**config.mk**
```make
export PLATFORM = sky130hd
export DESIGN_NAME = nfa_step_with_epsilon_closure
export DESIGN_NICKNAME = d
export VERILOG_FILES = /design/src/hdl/nfa_pkg.sv /design/src/hdl/nfa_edge_ram.sv /design/src/hdl/nfa_eps_ram.sv /design/src/hdl/nfa_ctrl.sv /design/src/hdl/nfa_step_with_epsilon_closure.sv
export SDC_FILE = /design/constraint.sdc
export NUM_CORES = 2
export LEC_CHECK = 0
export BUFFER_PORTS_ARGS = -buffer_cell sky130_fd_sc_hd__buf_4
export CAP_MARGIN = 0
export CORE_MARGIN = 2
export CORE_UTILIZATION = 35
export DETAILED_ROUTE_END_ITERATION = 8
export PLACE_DENSITY_LB_ADDON = 0.05
export SLEW_MARGIN = 20
export SYNTH_ARGS = -nofsm -noshare
export SYNTH_HDL_FRONTEND = slang
export SYNTH_SLANG_ARGS = --single-unit
```
**constraint.sdc**
```tcl
create_clock -name clk_i -period 4.4 [get_ports clk_i]
set_clock_uncertainty 0.05 [all_clocks]
set_input_delay 0 -clock clk_i [delete_from_list [all_inputs] [get_ports clk_i]]
set_output_delay 0 -clock clk_i [all_outputs]
set_load 0.005 [all_outputs]
```
**src/hdl/nfa_pkg.sv**
```systemverilog
// ----------------------------------------------------------------------------
// nfa_pkg
// Shared constants, types and codes for the automaton stepping block.
// ----------------------------------------------------------------------------
package nfa_pkg;

  localparam int unsigned NUM_STATES  = 16;
  localparam int unsigned MAX_EDGES   = 64;
  localparam int unsigned SYMBOL_BITS = 8;

  localparam int unsigned STATE_W = $clog2(NUM_STATES);
  localparam int unsigned EDGE_AW = $clog2(MAX_EDGES);
  localparam int unsigned EDGE_CW = $clog2(MAX_EDGES + 1);

  localparam logic CFG_START_MASK  = 1'b0;
  localparam logic CFG_ACCEPT_MASK = 1'b1;

  typedef logic [NUM_STATES-1:0] svec_t;

  typedef struct packed {
    logic [SYMBOL_BITS-1:0] label;
    logic [STATE_W-1:0]     src;
    logic [STATE_W-1:0]     dst;
  } edge_t;

  typedef enum logic [1:0] {
    KIND_ADD_EDGE  = 2'd0,
    KIND_ADD_EMPTY = 2'd1,
    KIND_RESTART   = 2'd2,
    KIND_STEP      = 2'd3
  } kind_e;

  typedef enum logic [1:0] {
    STS_OK       = 2'd0,
    STS_FULL     = 2'd1,
    STS_NO_START = 2'd2
  } status_e;

  typedef enum logic [2:0] {
    S_IDLE,
    S_WALK,
    S_CLOSE,
    S_EPS_RD,
    S_EPS_WR,
    S_DONE
  } state_e;

  typedef struct packed {
    logic               wr_en;
    logic [EDGE_AW-1:0] wr_addr;
    edge_t              wr_data;
    logic               rd_en;
    logic [EDGE_AW-1:0] rd_addr;
  } edge_req_t;

  typedef struct packed {
    logic               wr_en;
    logic [STATE_W-1:0] wr_addr;
    svec_t              wr_data;
    logic               rd_en;
    logic [STATE_W-1:0] rd_addr;
  } row_req_t;

  typedef struct packed {
    svec_t   active_set;
    logic    any_active;
    logic    accepting;
    status_e status;
  } result_t;

endpackage

```
**src/hdl/nfa_edge_ram.sv**
```systemverilog
// ----------------------------------------------------------------------------
// nfa_edge_ram
// Symbol edge table: one write port, one registered read port.
// ----------------------------------------------------------------------------
module nfa_edge_ram import nfa_pkg::*; (
  input  logic      clk_i,
  input  edge_req_t req_i,
  output edge_t     rd_data_o
);

  edge_t mem_q [MAX_EDGES];
  edge_t rd_data_q;

  always_ff @(posedge clk_i) begin
    if (req_i.wr_en) begin
      mem_q[req_i.wr_addr] <= req_i.wr_data;
    end
    if (req_i.rd_en) begin
      rd_data_q <= mem_q[req_i.rd_addr];
    end
  end

  assign rd_data_o = rd_data_q;

endmodule

```
**src/hdl/nfa_eps_ram.sv**
```systemverilog
// ----------------------------------------------------------------------------
// nfa_eps_ram
// Empty-move rows, one per state, with per-row valid bits cleared at reset.
// ----------------------------------------------------------------------------
module nfa_eps_ram import nfa_pkg::*; (
  input  logic     clk_i,
  input  logic     rst_ni,
  input  row_req_t req_i,
  output svec_t    rd_data_o
);

  svec_t                 mem_q [NUM_STATES];
  svec_t                 rd_data_q;
  logic [NUM_STATES-1:0] valid_q;
  logic                  rd_valid_q;

  always_ff @(posedge clk_i) begin
    if (req_i.wr_en) begin
      mem_q[req_i.wr_addr] <= req_i.wr_data;
    end
    if (req_i.rd_en) begin
      rd_data_q <= mem_q[req_i.rd_addr];
    end
  end

  always_ff @(posedge clk_i or negedge rst_ni) begin
    if (!rst_ni) begin
      valid_q    <= '0;
      rd_valid_q <= 1'b0;
    end else begin
      if (req_i.rd_en) begin
        rd_valid_q <= valid_q[req_i.rd_addr];
      end
      if (req_i.wr_en) begin
        valid_q[req_i.wr_addr] <= 1'b1;
      end
    end
  end

  // unwritten rows read as no empty moves
  assign rd_data_o = rd_valid_q ? rd_data_q : '0;

endmodule

```
**src/hdl/nfa_ctrl.sv**
```systemverilog
// ----------------------------------------------------------------------------
// nfa_ctrl
// Sequencer: edge walk over the edge table, sweeps over the empty-move rows
// until the active set stops growing, row read-modify-write for new moves.
// ----------------------------------------------------------------------------
module nfa_ctrl import nfa_pkg::*; (
  input  logic                   clk_i,
  input  logic                   rst_ni,
  input  logic                   in_valid_i,
  output logic                   in_ready_o,
  input  logic [1:0]             kind_i,
  input  logic [STATE_W-1:0]     src_i,
  input  logic [STATE_W-1:0]     dst_i,
  input  logic [SYMBOL_BITS-1:0] sym_i,
  input  svec_t                  start_mask_i,
  input  svec_t                  accept_mask_i,
  output edge_req_t              edge_req_o,
  input  edge_t                  edge_rd_i,
  output row_req_t               row_req_o,
  input  svec_t                  row_rd_i,
  output logic                   res_valid_o,
  input  logic                   res_ready_i,
  output result_t                res_o
);

  localparam logic [STATE_W-1:0] LAST_ROW = STATE_W'(NUM_STATES - 1);
  localparam logic [EDGE_CW-1:0] EDGE_MAX = EDGE_CW'(MAX_EDGES);

  state_e                 state_q, state_d;
  kind_e                  kind_q, kind_d;
  logic [STATE_W-1:0]     src_q, src_d;
  logic [STATE_W-1:0]     dst_q, dst_d;
  logic [SYMBOL_BITS-1:0] sym_q, sym_d;
  status_e                status_q, status_d;
  svec_t                  active_q, active_d;
  svec_t                  work_q, work_d;
  logic [EDGE_CW-1:0]     edge_cnt_q, edge_cnt_d;
  logic [EDGE_CW-1:0]     idx_q, idx_d;
  logic                   pend_q, pend_d;
  logic [STATE_W-1:0]     pend_idx_q, pend_idx_d;
  logic [STATE_W-1:0]     row_j_q, row_j_d;
  logic                   issue_q, issue_d;
  logic                   chg_q, chg_d;

  logic  accept;
  logic  table_full;
  logic  walk_end;
  logic  grow;
  logic  chg_any;
  logic  sweep_end;
  kind_e kind_in;

  assign kind_in    = kind_e'(kind_i);
  assign accept     = in_valid_i && in_ready_o;
  assign table_full = (edge_cnt_q == EDGE_MAX);
  assign walk_end   = (idx_q == edge_cnt_q) && !pend_q;
  assign grow       = pend_q && work_q[pend_idx_q] && ((row_rd_i & ~work_q) != '0);
  assign chg_any    = chg_q || grow;
  assign sweep_end  = !issue_q && pend_q;

  // next state
  always_comb begin
    state_d = state_q;
    case (state_q)
      S_IDLE: begin
        if (in_valid_i) begin
          case (kind_in)
            KIND_ADD_EDGE:  state_d = S_DONE;
            KIND_ADD_EMPTY: state_d = S_EPS_RD;
            KIND_RESTART:   state_d = (start_mask_i == '0) ? S_DONE : S_CLOSE;
            KIND_STEP:      state_d = S_WALK;
            default:        state_d = S_DONE;
          endcase
        end
      end
      S_WALK: begin
        if (walk_end) state_d = S_CLOSE;
      end
      S_CLOSE: begin
        if (sweep_end && !chg_any) state_d = S_DONE;
      end
      S_EPS_RD: state_d = S_EPS_WR;
      S_EPS_WR: state_d = S_DONE;
      S_DONE: begin
        if (res_ready_i) state_d = S_IDLE;
      end
      default: state_d = S_IDLE;
    endcase
  end

  // outputs
  always_comb begin
    in_ready_o  = (state_q == S_IDLE);
    res_valid_o = (state_q == S_DONE);

    edge_req_o.wr_en   = (state_q == S_IDLE) && in_valid_i &&
                         (kind_in == KIND_ADD_EDGE) && !table_full;
    edge_req_o.wr_addr = edge_cnt_q[EDGE_AW-1:0];
    edge_req_o.wr_data = '{label: sym_i, src: src_i, dst: dst_i};
    edge_req_o.rd_en   = (state_q == S_WALK) && (idx_q != edge_cnt_q);
    edge_req_o.rd_addr = idx_q[EDGE_AW-1:0];

    row_req_o.rd_en   = (state_q == S_EPS_RD) || ((state_q == S_CLOSE) && issue_q);
    row_req_o.rd_addr = (state_q == S_EPS_RD) ? src_q : row_j_q;
    row_req_o.wr_en   = (state_q == S_EPS_WR);
    row_req_o.wr_addr = src_q;
    row_req_o.wr_data = row_rd_i | (svec_t'(1) << dst_q);

    res_o.active_set = active_q;
    res_o.any_active = (active_q != '0);
    res_o.accepting  = ((active_q & accept_mask_i) != '0);
    res_o.status     = status_q;
  end

  // datapath
  always_comb begin
    kind_d     = kind_q;
    src_d      = src_q;
    dst_d      = dst_q;
    sym_d      = sym_q;
    status_d   = status_q;
    active_d   = active_q;
    work_d     = work_q;
    edge_cnt_d = edge_cnt_q;
    idx_d      = idx_q;
    pend_d     = 1'b0;
    pend_idx_d = pend_idx_q;
    row_j_d    = row_j_q;
    issue_d    = issue_q;
    chg_d      = chg_q;

    case (state_q)
      S_IDLE: begin
        if (accept) begin
          kind_d   = kind_in;
          src_d    = src_i;
          dst_d    = dst_i;
          sym_d    = sym_i;
          status_d = STS_OK;
          case (kind_in)
            KIND_ADD_EDGE: begin
              if (table_full) status_d = STS_FULL;
              else edge_cnt_d = edge_cnt_q + 1'b1;
            end
            KIND_RESTART: begin
              if (start_mask_i == '0) begin
                status_d = STS_NO_START;
              end else begin
                work_d  = start_mask_i;
                row_j_d = '0;
                issue_d = 1'b1;
                chg_d   = 1'b0;
              end
            end
            KIND_STEP: begin
              work_d = '0;
              idx_d  = '0;
            end
            default: ;
          endcase
        end
      end
      S_WALK: begin
        if (edge_req_o.rd_en) begin
          idx_d  = idx_q + 1'b1;
          pend_d = 1'b1;
        end
        if (pend_q && (edge_rd_i.label == sym_q) && active_q[edge_rd_i.src]) begin
          work_d = work_q | (svec_t'(1) << edge_rd_i.dst);
        end
        if (walk_end) begin
          row_j_d = '0;
          issue_d = 1'b1;
          chg_d   = 1'b0;
        end
      end
      S_CLOSE: begin
        if (issue_q) begin
          pend_d     = 1'b1;
          pend_idx_d = row_j_q;
          row_j_d    = row_j_q + 1'b1;
          if (row_j_q == LAST_ROW) issue_d = 1'b0;
        end
        if (grow) work_d = work_q | row_rd_i;
        chg_d = chg_any;
        if (sweep_end) begin
          if (chg_any) begin
            issue_d = 1'b1;
            row_j_d = '0;
            chg_d   = 1'b0;
          end else begin
            active_d = work_q;
          end
        end
      end
      default: ;
    endcase
  end

  always_ff @(posedge clk_i or negedge rst_ni) begin
    if (!rst_ni) begin
      state_q    <= S_IDLE;
      edge_cnt_q <= '0;
      active_q   <= '0;
      pend_q     <= 1'b0;
      issue_q    <= 1'b0;
      chg_q      <= 1'b0;
      status_q   <= STS_OK;
    end else begin
      state_q    <= state_d;
      edge_cnt_q <= edge_cnt_d;
      active_q   <= active_d;
      pend_q     <= pend_d;
      issue_q    <= issue_d;
      chg_q      <= chg_d;
      status_q   <= status_d;
    end
  end

  always_ff @(posedge clk_i) begin
    kind_q     <= kind_d;
    src_q      <= src_d;
    dst_q      <= dst_d;
    sym_q      <= sym_d;
    work_q     <= work_d;
    idx_q      <= idx_d;
    pend_idx_q <= pend_idx_d;
    row_j_q    <= row_j_d;
  end

endmodule

```
**src/hdl/nfa_step_with_epsilon_closure.sv**
```systemverilog
// ----------------------------------------------------------------------------
// nfa_step_with_epsilon_closure
// Automaton with empty moves, stepped one word at a time.
//
// Input channel (in_valid_i/in_ready_o) carries one word per command: add a
// symbol edge, add an empty-move edge, restart, or consume a symbol. Each
// word yields exactly one result word on the output channel
// (out_valid_o/out_ready_i). start_mask and accept_mask are written over the
// APB port (offsets 0x0 and 0x4); pready is tied high.
// One word at a time: in_ready_o drops after an accept and returns once the
// result is handed to the output register.
//   add symbol edge : table write, then result handoff
//   add empty move  : row read, modify, write back
//   restart / step  : step walks the edge table, one read per stored
//                     edge; then sweeps over the 16 empty-move rows,
//                     repeated until a sweep adds nothing (at most 16),
//                     then the result handoff.
// Reset empties the edge table and the empty-move rows and clears the
// active set and both masks. A stalled output holds its word; the next
// input word is still taken and its result waits in the sequencer.
// ----------------------------------------------------------------------------
module nfa_step_with_epsilon_closure import nfa_pkg::*; (
  input  logic                   clk_i,
  input  logic                   rst_ni,
  input  logic                   psel,
  input  logic                   penable,
  input  logic                   pwrite,
  input  logic [2:0]             paddr,
  input  logic [31:0]            pwdata,
  output logic [31:0]            prdata,
  output logic                   pready,
  input  logic                   in_valid_i,
  output logic                   in_ready_o,
  input  logic [1:0]             kind_i,
  input  logic [STATE_W-1:0]     source_state_i,
  input  logic [STATE_W-1:0]     target_state_i,
  input  logic [SYMBOL_BITS-1:0] symbol_i,
  output logic                   out_valid_o,
  input  logic                   out_ready_i,
  output svec_t                  active_set_o,
  output logic                   any_active_o,
  output logic                   accepting_o,
  output logic [1:0]             status_o
);

  svec_t     start_q, accept_q;
  logic      cfg_wr;
  edge_req_t edge_req;
  edge_t     edge_rd;
  row_req_t  row_req;
  svec_t     row_rd;
  logic      res_valid, res_ready;
  result_t   res;
  logic      out_valid_q;
  result_t   out_q;

  assign pready = 1'b1;
  assign cfg_wr = psel && penable && pwrite && pready;
  assign prdata = (paddr[2] == CFG_ACCEPT_MASK) ? 32'(accept_q) : 32'(start_q);

  always_ff @(posedge clk_i or negedge rst_ni) begin
    if (!rst_ni) begin
      start_q  <= '0;
      accept_q <= '0;
    end else if (cfg_wr) begin
      if (paddr[2] == CFG_START_MASK) start_q <= pwdata[NUM_STATES-1:0];
      else accept_q <= pwdata[NUM_STATES-1:0];
    end
  end

  nfa_edge_ram u_edge_ram (
    .clk_i     (clk_i),
    .req_i     (edge_req),
    .rd_data_o (edge_rd)
  );

  nfa_eps_ram u_eps_ram (
    .clk_i     (clk_i),
    .rst_ni    (rst_ni),
    .req_i     (row_req),
    .rd_data_o (row_rd)
  );

  nfa_ctrl u_ctrl (
    .clk_i         (clk_i),
    .rst_ni        (rst_ni),
    .in_valid_i    (in_valid_i),
    .in_ready_o    (in_ready_o),
    .kind_i        (kind_i),
    .src_i         (source_state_i),
    .dst_i         (target_state_i),
    .sym_i         (symbol_i),
    .start_mask_i  (start_q),
    .accept_mask_i (accept_q),
    .edge_req_o    (edge_req),
    .edge_rd_i     (edge_rd),
    .row_req_o     (row_req),
    .row_rd_i      (row_rd),
    .res_valid_o   (res_valid),
    .res_ready_i   (res_ready),
    .res_o         (res)
  );

  // output register
  assign res_ready = !out_valid_q || out_ready_i;

  always_ff @(posedge clk_i or negedge rst_ni) begin
    if (!rst_ni) begin
      out_valid_q <= 1'b0;
    end else if (res_ready) begin
      out_valid_q <= res_valid;
    end
  end

  always_ff @(posedge clk_i) begin
    if (res_ready && res_valid) begin
      out_q <= res;
    end
  end

  assign out_valid_o  = out_valid_q;
  assign active_set_o = out_q.active_set;
  assign any_active_o = out_q.any_active;
  assign accepting_o  = out_q.accepting;
  assign status_o     = out_q.status;

endmodule

```
==> flow_metrics.tcl <==
set metrics [dict create \
    pwr-share-clk 0.323 \
    vdd_drop_max_mv 0.432 \
    grt_pass1_wl_um 226000 \
    hpwl_um 91100 \
    ys.flop_type "edfxtp_1" \
    cts_tree "built" \
    gp_congestion 0.800 \
    timing.rr.start "u_ctrl.idx_q[1]$_SDFFCE_PN0P_" \
    reg2reg_depth 6 \
    required_ns 4.82 \
    finalSetupViolCount 0 \
    tightest_slew_ns 1.00 \
    drtIter0Drc 2789 \
    holdPathStages 4 \
    async_reset_ff_frac 0.0555 \
    yosys.area.top_type_share 0.717 \
    synth_warnings 0 \
    slew_viol_final 0 \
    internal-power_mw 28.4 \
    ys_top_cells_by_area "edfxtp_1 (72%), mux4_2 (12%), dfrtp_1 (3.5%)" \
    cts_max_level 4 \
    switching_share 0.303 \
    cts.path.max_buffers 3 \
    viasPerCell 5.22 \
    switching_power_mw 12.3 \
    io_pins 115 \
    drt_first_pass_iters 5 \
    crit_type "reg2reg" \
    fmax_mhz 278 \
    root_buffer "clkbuf_16" \
    rsz0062_at_grt "no" \
    path_common_cell "mux4_2" \
    cpLargestDelayFamily "flip-flops" \
    hold_start "out_ready_i" \
    wl_um 159000 \
    avgSynthCellArea_sq_um 19.2 \
    drive_gt1_frac 0.267 \
    area_growth_pct 17.1 \
    fp-row-count 149 \
    die_w_um 410 \
    crit_arrival_ns 4.02 \
    endpoint_kind "flop" \
    insertion_delay_ns 0.78 \
    fin_nets 3366 \
    synth_seq_area_share 0.752 \
    power_frac_seq 0.415 \
    startpoint "u_ctrl.idx_q[1]$_SDFFCE_PN0P_" \
    grt_pass1_vias 30700 \
    post_cts_buffers 0 \
    drv_cap 0 \
    path_buf_inv 1 \
    ys_top_cells_by_count "edfxtp_1 (1379), mux4_2 (315), nand2_1 (288)" \
    drc_errors 0 \
    cp-start-kind "flop" \
    cts.reportedPaths.clkPinSlew_ns 0.06 \
    synth_area_leader_cell "edfxtp_1" \
    maxSlewHeadroom 0.325 \
    critPathMaxStageDelay_ns 0.89 \
    port_buffers 79 \
    grt_max_degree 79 \
    worst-path-stages 6 \
    grt.total_usage 0.189 \
    critPathSlowestCell "edfxtp_1" \
    cts_sinks 1460 \
    coreArea_sq_um 164000 \
    numCtsBuffers 163 \
    netlist_area_sq_um 57800 \
    die_h_um 410 \
    outcome "complete, no violations" \
    synthDistinctLibCells 56 \
    worstPathMaxFanout 55 \
    synth_most_common_cell "edfxtp_1" \
    total_power_mw 40.7 \
    start_util 0.351 \
    cp_cell_sequence "buf_12 > mux4_2 > mux4_2 > nor2b_1 > a211oi_1 > a21oi_1" \
    synth-seq-cells 1460 \
    power_density_nw_per_um2 602 \
    syn_inst 3010 \
    synth_edf_count 1379 \
    ant_nets 0 \
    hold_class "in2reg" \
    period_needed_ns 3.60 \
    antenna_found_initial 5 \
    num_vias 29400 \
    hold_violations 0 \
    dieArea_sq_um 168000 \
    fin_crit_sh 0.819 \
    leakagePower_nw 22.2 \
    tns_ns 0 \
    grt_overflow 0 \
    p_comb_frac 0.261 \
    wl_per_cell_um 28.2 \
]
==> cells in the final DEF (no fill, tap or decap), drive strengths merged, types with 5 or more instances in the layout <==
cell         count
or2             16
and2             5
nor3            16
a31oi            6
mux2            72
dlygate4sd3     60
inv             25
edfxtp        1379
nor4            12
nor2           101
a22o             5
bufinv          12
o221ai          17
nor2b           49
clkbuf         209
xnor2            5
diode            5
o31ai            6
mux4           315
buf            232
o21ai           37
a22oi           18
clkinv          65
dfrtp           81
a211oi          24
a32oi           16
mux2i           87
xor2            23
conb            17
nand2b          12
nand3b           5
nand4           17
nand3          120
a21oi           41
nand2          288
==> area by class of cell <==
cell class	count	area (sq um)
flip-flops and latches	1460	43400
well taps	2189	2740
clock inverters	91	881
clock buffers	209	4270
inverters	14	52.6
repair buffers	292	2530
fillers	14600	96800
multi-input cells	1371	13700
diodes	5	12.5
==> worst min-delay path, stage by stage <==
cell and delay (ns):
dlygate4sd3_1 0.53, buf_4 0.10, nor2b_1 0.11, nand2b_1 0.17
==> layer usage <==
metal,up-vias,share of wire,global-route usage
li1,12700,-,-
met1,15700,0.43,0.253
met2,768,0.50,0.315
met3,222,0.050,0.0332
met4,0,0.026,0.0532
met5,-,0,0
==> path summary, 6_finish.rpt <==
path | endpoint | slack [ns]
max | u_edge_ram.rd_data_o[14]$_DFFE_PP_ | 0.80
min | out_valid_o$_DFFE_PN0P_ | 0.12
max reg2reg | u_edge_ram.rd_data_o[14]$_DFFE_PP_ | 0.80
min reg2reg | status_o[1]$_DFFE_PP_ | 0.40
max in group asynchronous | u_ctrl.edge_cnt_q[3]$_DFFE_PN0P_ | 3.42
min in group asynchronous | accept_q[2]$_DFFE_PN0P_ | 0.33
==> flip-flops by register name, summed over array words and instances, names as in the netlist, 7 cells and up <==
name and flops:
u_edge_ram.rd_data_o 16, u_ctrl.sym_q 8, u_ctrl.edge_cnt_q 7, u_eps_ram.valid_q 16, u_ctrl.idx_q 7, accept_q 16, u_ctrl.work_q 16, active_set_o 16
u_ctrl.active_q 16, u_eps_ram.mem_q 256, start_q 16, u_edge_ram.mem_q 1024, u_eps_ram.rd_data_q 16
==> power by group through the flow <==
stage	clock, mW	sequential (mW)	combinational, mW
4_1_cts	13.5	16.9	10.9
2_1_floorplan	0	16.7	7.07
3_5_place_dp	0	17.2	10.9
3_3_place_gp	0	17.2	10.8
5_1_grt	14.1	17.0	11.5
6_report	13.2	16.9	10.6
==> cell families (layout without fill, tap and decap cells) <==
group                    count (synthesis)  in the layout  synth area share
other                                    2             22          0.000130
AND/OR/NAND/NOR                        657            657            0.0519
flip-flops                            1460           1460             0.752
AO/OA/AOI/OAI                          191            191            0.0226
XOR/XNOR                                28             28           0.00425
buffers and inverters                  194            606            0.0162
adder cells (fa/ha/maj)                  4              4          0.000867
multiplexers                           474            474             0.152
==> metrics by stage <==
| stage | area (sq um) | std cells | hold WS [ns] | setup WS [ns] | utilization |
|---|---|---|---|---|---|
| floorplan | 57800 | 3025 | -0.346 | 0.755 | - |
| global placement | 61800 | 5264 | -0.0152 | 0.849 | 0.376 |
| detailed placement | 61800 | 5264 | -0.00520 | 0.835 | 0.376 |
| CTS | 67600 | 5621 | 0.0627 | 0.805 | 0.411 |
| global route | 67600 | 5627 | 0.112 | 0.637 | 0.411 |
| finish | 67600 | 5631 | 0.122 | 0.797 | 0.411 |
==> repair_timing <==
item / 4_1_cts / 5_1_grt
hold buffers: 57 / 4
hold endpoints to repair: 1186 / 6
gates resized for setup: 0 / 0
Power figures use the tool's default switching activity.
